===== src/rtl/core/tsw_pkg.sv =====
// shared types, codes and constants for the tcp sender window engine
package tsw_pkg;

  localparam int MAX_PAYLOAD_DEF = 1452;
  localparam int QUEUE_DEPTH_DEF = 64;
  localparam int MAX_RESULTS     = 48;

  localparam logic [2:0] REQ_ACK    = 3'd0;
  localparam logic [2:0] REQ_TICK   = 3'd1;
  localparam logic [2:0] REQ_FILL   = 3'd2;
  localparam logic [2:0] REQ_APPEND = 3'd3;
  localparam logic [2:0] REQ_END    = 3'd4;
  localparam logic [2:0] REQ_EMPTY  = 3'd5;

  localparam logic [1:0] CFG_ISN = 2'd0;
  localparam logic [1:0] CFG_RTO = 2'd1;
  localparam logic [1:0] CFG_CAP = 2'd2;

  localparam logic [15:0] RTO_RESET = 16'd1000;
  localparam logic [31:0] CAP_RESET = 32'd65536;

  typedef enum logic [2:0] {
    K_ACK, K_TICK, K_FILL, K_APPEND, K_END, K_EMPTY, K_NOP
  } kind_t;

  typedef struct packed {
    kind_t       kind;
    logic [31:0] ack_number;
    logic [15:0] receive_window;
    logic [15:0] elapsed_ms;
    logic [15:0] append_count;
  } cmd_t;

  typedef struct packed {
    logic [15:0] len;
    logic        syn;
    logic        fin;
  } qinfo_t;

  typedef struct packed {
    logic        segment_valid;
    logic [31:0] segment_seqno;
    logic [31:0] payload_offset;
    logic [10:0] payload_length;
    logic        syn_bit;
    logic        fin_bit;
    logic        is_retransmission;
    logic [31:0] in_flight_bytes;
    logic [15:0] retransmit_count;
    logic [15:0] accepted_count;
    logic        last_result;
  } res_t;

  typedef struct packed {
    logic [10:0] queue_count;
    logic        busy;
  } stat_t;

endpackage


===== src/rtl/core/tsw_front.sv =====
// front end: takes request words, decodes the request kind and queues them
module tsw_front (
  input  logic          clk,
  input  logic          rst_n,
  input  logic          in_valid,
  output logic          in_stall,
  input  logic [2:0]    in_req_type,
  input  logic [31:0]   in_ack_number,
  input  logic [15:0]   in_receive_window,
  input  logic [15:0]   in_elapsed_ms,
  input  logic [15:0]   in_append_count,
  output logic          cmd_valid,
  output tsw_pkg::cmd_t cmd,
  input  logic          cmd_pop
);
  import tsw_pkg::*;

  cmd_t       fifo_r [2];
  logic       wptr_r, wptr_nxt;
  logic       rptr_r, rptr_nxt;
  logic [1:0] cnt_r, cnt_nxt;
  logic       push;
  cmd_t       dec;

  always_comb begin
    dec.ack_number     = in_ack_number;
    dec.receive_window = in_receive_window;
    dec.elapsed_ms     = in_elapsed_ms;
    dec.append_count   = in_append_count;
    unique case (in_req_type)
      REQ_ACK:    dec.kind = K_ACK;
      REQ_TICK:   dec.kind = K_TICK;
      REQ_FILL:   dec.kind = K_FILL;
      REQ_APPEND: dec.kind = K_APPEND;
      REQ_END:    dec.kind = K_END;
      REQ_EMPTY:  dec.kind = K_EMPTY;
      default:    dec.kind = K_NOP;
    endcase
  end

  assign in_stall  = (cnt_r == 2'd2);
  assign push      = in_valid && !in_stall;
  assign cmd_valid = (cnt_r != 2'd0);
  assign cmd       = fifo_r[rptr_r];

  always_comb begin
    wptr_nxt = push ? !wptr_r : wptr_r;
    rptr_nxt = cmd_pop ? !rptr_r : rptr_r;
    cnt_nxt  = cnt_r + {1'b0, push} - {1'b0, cmd_pop};
  end

  always_ff @(posedge clk) begin
    if (!rst_n) begin
      wptr_r <= 1'b0;
      rptr_r <= 1'b0;
      cnt_r  <= 2'd0;
    end else begin
      wptr_r <= wptr_nxt;
      rptr_r <= rptr_nxt;
      cnt_r  <= cnt_nxt;
    end
  end

  always_ff @(posedge clk) begin
    if (push) begin
      fifo_r[wptr_r] <= dec;
    end
  end

endmodule


===== config.mk =====
export PLATFORM = sky130hd
export DESIGN_NAME = tsw_front
export DESIGN_NICKNAME = d
export VERILOG_FILES = /design/src/rtl/core/tsw_pkg.sv /design/src/rtl/core/tsw_front.sv
export SDC_FILE = /design/constraint.sdc
export NUM_CORES = 1
export LEC_CHECK = 0
export ABC_AREA = 1
export BUFFER_PORTS_ARGS = -buffer_cell sky130_fd_sc_hd__buf_2
export CAP_MARGIN = 40
export CORE_MARGIN = 5
export CORE_UTILIZATION = 27
export DETAILED_ROUTE_END_ITERATION = 7
export GPL_TIMING_DRIVEN = 0
export HOLD_SLACK_MARGIN = 0.08
export RECOVER_POWER = 25
export SLEW_MARGIN = 5
export SYNTH_ARGS = -nofsm -noshare
export SYNTH_HDL_FRONTEND = slang
export SYNTH_SLANG_ARGS = --single-unit

===== constraint.sdc =====
create_clock -name clk -period 7.7 [get_ports clk]
set_input_delay 1.925 -clock clk [delete_from_list [all_inputs] [get_ports clk]]
set_output_delay 1.925 -clock clk [all_outputs]
set_load 0.05 [all_outputs]

# Word-level counts from Yosys, hierarchy flattened
# Memory sizes are Yosys's and may differ from the RTL's. A register that Yosys moved wholly into a read port is not among the register bits.
# Cells that the tools add are included.
# word_totals
regBits	4
n_memories	1
ram_bits	166
# op_classes
n_reduce_logical	6
muxes	5
n_addsub	2
n_eq_ne	6
# memory_table
name	depth	width	read_ports	rd_clocked_by_memory_dff	write_ports	line_no	rtl
fifo_r	2	83	1	1	1	tsw_front.sv:18	cmd_t fifo_r [2];
# op_table
op	count
$pmux W3 S6	1
$eq A3 B2 Y1 const B	2
$eq A3 B3 Y1 const B	2
$mux W1	4
$eq A3 B1 Y1 const B	1
$logic_not A1 Y1	3
$logic_not A3 Y1	1
$add A2 B1 Y2	1
$eq A2 B2 Y1 const B	1
$reduce_bool A2 Y1	1
$sub A2 B1 Y2	1
$logic_and A1 B1 Y1	1

# Depth between registers and ports, before layout
# Gate-level depths: netlist of the first run.
# logic_depth
depth_word	5
depth_mapped	11
mapped_depth_nobuf	11

# Worst setup path before layout of the first run
# OpenSTA, ideal clock, no wires.
# synth_path
kind	input to register
startpoint	input in_valid
endpoint	memory fifo_r[0][0] (netlist name) (enable)
arrival_time_ps	5453
path_slack_ps	1722
path_stages	2
t_required_ps	7175
n_path_buf	0
path_cell_list	nand2_1 -> nor2_1
# synth_between
elab_chain_cells	3
# synth_lines
item	line_no	rtl
start, declared	tsw_front.sv:5	input logic in_valid,
$logic_and A1 B1 Y1	tsw_front.sv:42	assign push = in_valid && !in_stall;
$mux W1	tsw_front.sv:65	if (push) begin
$mux W1 (implied by the code)	tsw_front.sv:66	fifo_r[wptr_r] <= dec;
end, declared	tsw_front.sv:18	
# No other way between the ends.

==> metrics.txt, run 1 <==
vias in the first global route 3826; CP Data Required Time 5.78 ns; final period utilization 47.3%; via/cell ratio 3.97; post-synth top area share 75.7%; pwr/cell area 288 nW/um^2; number of remaining DRC errors 0; most frequent cells in the layout 166 x edfxtp_1, 145 x buf_2, 70 x mux2_4; clk_lat worst skew 0.42 ns; worst clock skew 0.00971 ns; fmax 275 MHz; Area contributors post-synth edfxtp_1 76%, mux2_4 16%, mux2_2 2.2%, buf_12 2.1%, dfxtp_1 1.5%; GPL Wtd Cong 0.713; Worst Max-Slew Pin Slew 0.425 ns; Critical Path AT 1.72 ns; Root Buffer clkbuf_16; Post-CTS Setup Bufs 0; Die Y 166 um; max-cap viol count 0; dominant cell type by area after synthesis edfxtp_1; Nets 579; grt total ovfl 0; Synth Cell Area 6590 sq um; Avg Synthesized Cell Area 22.3 sq um; maximum vdd drop 0.121 mV; Buffers on Ports 171; gr usage total 9.59%; die area 27600 sq um; relative slew slack 71.6%; Starting Density 27.3%; initial antenna violation count 0; commonest non-fill, non-tap cell in the layout edfxtp_1; Tmin final 3.64 ns; drt initial violations 147; post-route ant nets 0; fin. max-slew vios 0; I/O pin count 172; Synth Register Bits 171; TritonCTS sink count 171; Yosys cell types 15; post-cts sizing count 0; CP startpoint kind flip-flop; # setup viols final 0; clk buf depth 2; fill count 2302; Seq/Total Area, Yosys 77.2%; first-pass GRT wire length 20600 um; Core ar. 24200 sq um; final wirelength 13100 um; Area Overhead vs Synth 28.8%; Num CTS Buffers 17; outcome completed; TritonCTS clock tree yes; post-layout util 35.1%; vias 3283; Cell Rows 57; H-tree depth 4; hold buffers post-CTS 0; Final HPWL DP 9090 um; Crit. End Element output port; static leakage 0.00325 uW; Initial DRT Pass Iterations 4; Gate Count Post-Synth 296; Die Span X 166 um; Setup TNS 0 ns; Crit Path Category reg -> out; Reg clk slew, reported paths 0.06 ns; wire per inst 15.9 um; crit path max fanout 10; RSZ-0062 raised after global routing no; # diodes 0; pin count of the biggest net entering global routing 56; YS warnings 0; layout cells sized above 1 54.0%; syn nets 385; Fin. Hold Viols 0; Hold Crit Class reg -> reg
[state kept, by name, indices dropped and copies added, names as in the netlist, named ones only]
name,flops
fifo_r,166
cnt_r,2
rptr_r,1
wptr_r,1
[per-layer routing]
metal,track usage [%],share of wire [%]
met4,2.95,1.5
met1,10.9,40
met2,16.9,53
met3,3.52,5.3
met5,0,0
[where the power goes]
part | internal, uW | switching (uW)
clock | 479 | 356
sequential | 1110 | 19.4
combinational | 153 | 326
[synthesized netlist by cell type, drive strengths merged]
master and count:
ha 2, a21boi 1, a21oi 2, dfxtp 5, nand2 10, nand3 2
clkbuf 2, mux2 83, buf 9, nor2 6, inv 8, edfxtp 166
[worst max-delay path, stage by stage, from the launching register on]
cell and delay [ns]:
dfxtp_1 0.34, buf_6 0.24, buf_12 0.19, mux2_4 0.31, buf_2 0.21
[stage by stage]
| stage | power [uW] | instance area [sq um] | setup WS [ns] | std cells | hold slack (ns) |
|---|---|---|---|---|---|
| CTS | 2500 | 8520 | 3.99 | 826 | 0.507 |
| floorplan | 1520 | 6590 | 1.72 | 296 | 0.463 |
| finish | 2450 | 8490 | 4.06 | 826 | 0.500 |
| global route | 2560 | 8490 | 3.96 | 826 | 0.535 |
| global placement | 1630 | 7850 | -0.361 | 791 | 0.481 |
| detailed placement | 1640 | 7950 | 4.40 | 795 | 0.489 |
[path summary, 6_finish.rpt]
path                   end  slack (ns)  depth (start not counted)      start
min reg2reg      flip-flop        0.50                          2     rptr_r
min              flip-flop        0.50                          2     rptr_r
max                cmd[48]        4.06                          4  flip-flop
max reg2reg  fifo_r[1][68]        5.91                          5   cnt_r[0]
[logic make-up after synthesis]
family,share of synthesized area (%)
AO/OA/AOI/OAI,0.266
adder cells (fa/ha/maj),0.380
buffers and inverters,2.94
flip-flops,77.2
multiplexers,18.2
AND/OR/NAND/NOR,1.06
[final cells by class]
class	count	area (sq um)	area share, %
sequential	171	5080	59.9
multi-input combinational	106	1320	15.5
timing repair buffer	175	910	10.7
clock buffer	18	429	5.06
tap	324	405	4.78
buffer	11	164	1.93
clock inverter	13	143	1.68
inverter	8	32.5	0.383
(Power assumes the default switching activity.)
==> run 2, diff against run 1 <==
clock period = 3.8 ns   (was 7.7 ns; I/O delays follow)
==> run 2 against run 1 <==
  * Via count up 0.43%
  * Combinational power is 100% higher
  * Worst hold slack improved by 0.0099 ns
  * Non-clock buffer count is the same
  * First-iteration DRC count shrank 2.7%
  * Utilization increased by 0.14 points
  * Clock skew decreased by 0.00069 ns
  * Cell count is 0.12% higher
  * Routed wire length down 0.56%
  * Clock power increased by 110%
  * Setup slack got worse by 2.9 ns
  * Count of clock-buffer cells in the layout unchanged
  * Largest cell class unchanged
  * Largest power group unchanged
==> metrics.txt, run 2 (synthesis results as in run 1) <==
post-route ant nets 0 (unchanged); initial antenna violation count 0 (unchanged); final period utilization 70.7%; Tmin final 2.68 ns; CP top delay family buffers and inverters; Crit. End Element output port; I/O pin count 172 (unchanged); TritonCTS sink count 171 (unchanged); gr usage total 9.55% (-0.041 points); commonest non-fill, non-tap cell in the layout edfxtp_1; Die Y 166 um (unchanged); global route hottest layer met2; GPL Wtd Cong 0.667 (-6.4%); max reg flops 166 (unchanged); maximum vdd drop 0.244 mV (+100%); Num CTS Buffers 17 (unchanged); die area 27600 sq um (unchanged); Core ar. 24200 sq um (unchanged); Die Span X 166 um (unchanged); Final HPWL DP 9290 um (+2.2%); grt total ovfl 0 (unchanged); Largest regs fifo_r x166, cnt_r x2; Hold Crit Class reg -> reg; H-tree depth 4 (unchanged); Worst Max-Slew Pin Slew 0.574 ns (+0.149 ns); CP bufs+invs 3 (unchanged); Reg clk slew, reported paths 0.07 ns (about the same); layout cells sized above 1 55.1% (+1.1 points); met2 Usage GRT 16.3% (-0.59 points); # diodes 0 (unchanged); CP startpoint kind flip-flop; clk buf depth 2 (unchanged); Cell Rows 57 (unchanged); static leakage 0.00329 uW (+1.2%); number of remaining DRC errors 0 (unchanged); vias in the first global route 3752 (-1.9%); pwr/cell area 587 nW/um^2 (+100%); Post-CTS Setup Bufs 0 (unchanged); vias 3297 (+0.43%); Fin. Hold Viols 0 (unchanged); CP Data Required Time 2.85 ns (-2.93 ns); fmax 372 MHz; final wirelength 13000 um (-0.56%); Initial DRT Pass Iterations 4 (unchanged); Area Overhead vs Synth 29.3%; Buffers on Ports 171 (unchanged); crit path max fanout 10 (unchanged); Nets 579 (unchanged); wire per inst 15.8 um (-0.68%); worst path cell trace buf_6 -> buf_12 -> mux2_4 -> buf_2; worst clock skew 0.00902 ns (-0.000694 ns); Root Buffer clkbuf_16; slowest CP cell dfxtp_1; via/cell ratio 3.99 (+0.31%); clk_lat worst skew 0.42 ns (about the same); hold buffers post-CTS 0 (unchanged); # setup viols final 0 (unchanged); RSZ-0062 raised after global routing no; max-cap viol count 0 (unchanged); GR Layer Usage met1 11.2% (+0.34 points); Place WS 1.43 ns (-2.97 ns); fin. max-slew vios 0 (unchanged); Critical Path AT 1.73 ns (about the same); post-route setup slack 1.12 ns (-2.94 ns); post-cts sizing count 0 (unchanged); most frequent cells in the layout 166 x edfxtp_1, 150 x buf_2, 70 x mux2_4; first-pass GRT wire length 20500 um (-0.47%); pin count of the biggest net entering global routing 46 (-18%); Setup TNS 0 ns (unchanged); TritonCTS clock tree yes; outcome completed; relative slew slack 61.7% (-9.9 points); drt initial violations 143 (-2.7%); Crit Path Category reg -> out; met3 Use GR 3.33% (-0.19 points); fill count 2311 (+0.39%); Biggest register fifo_r; Starting Density 27.3% (unchanged); CP peak stage delay 0.34 ns (about the same); hold_ws 0.510 ns (+0.00986 ns)
-- run 2: final cells by class --
class / count / area, sq um / share of cell area [%]
plain buffers: 11 / 164 / 1.92
clock buffers: 18 / 429 / 5.04
clock inverters: 14 / 163 / 1.91
inverters: 8 / 32.5 / 0.382
multi-input cells: 106 / 1320 / 15.5
flip-flops and latches: 171 / 5080 / 59.7
well taps: 324 / 405 / 4.76
repair buffers: 175 / 923 / 10.8
-- run 2: worst min-delay path, cell delays in order (launching register included) --
cell	delay (ns)
dfxtp_1	0.33
nor2_1	0.06
nor2_1	0.08
-- run 2: metrics by stage --
stage	power, uW	util (%)	instances	instance area [sq um]
after global placement	3290	32.5	791	7850
after floorplan	3070	-	296	6590
after CTS	5100	35.4	827	8550
final	5000	35.2	827	8520
after detailed placement	3330	32.9	795	7960
after global routing	5230	35.2	827	8520
-- run 2: where the power goes --
group          total, uW  switching (uW)  internal, uW
clock               1740             749           987
sequential          2300            39.6          2260
combinational        971             658           313
-- run 2: metal layers --
metal / vias to the layer above / routed length, um
met5: - / 0
met2: 105 / 6690
met4: 0 / 149
li1: 1541 / -
met3: 10 / 805
met1: 1641 / 5380
-- run 2: path summary, 6_finish.rpt --
path / from / endpoint / slack [ns] / depth (start not counted)
max reg2reg: cnt_r[0] / fifo_r[1][29] / 2.03 / 5
min: rptr_r / flip-flop / 0.51 / 2
min reg2reg: rptr_r / flip-flop / 0.51 / 2
max: flip-flop / cmd[79] / 1.12 / 4
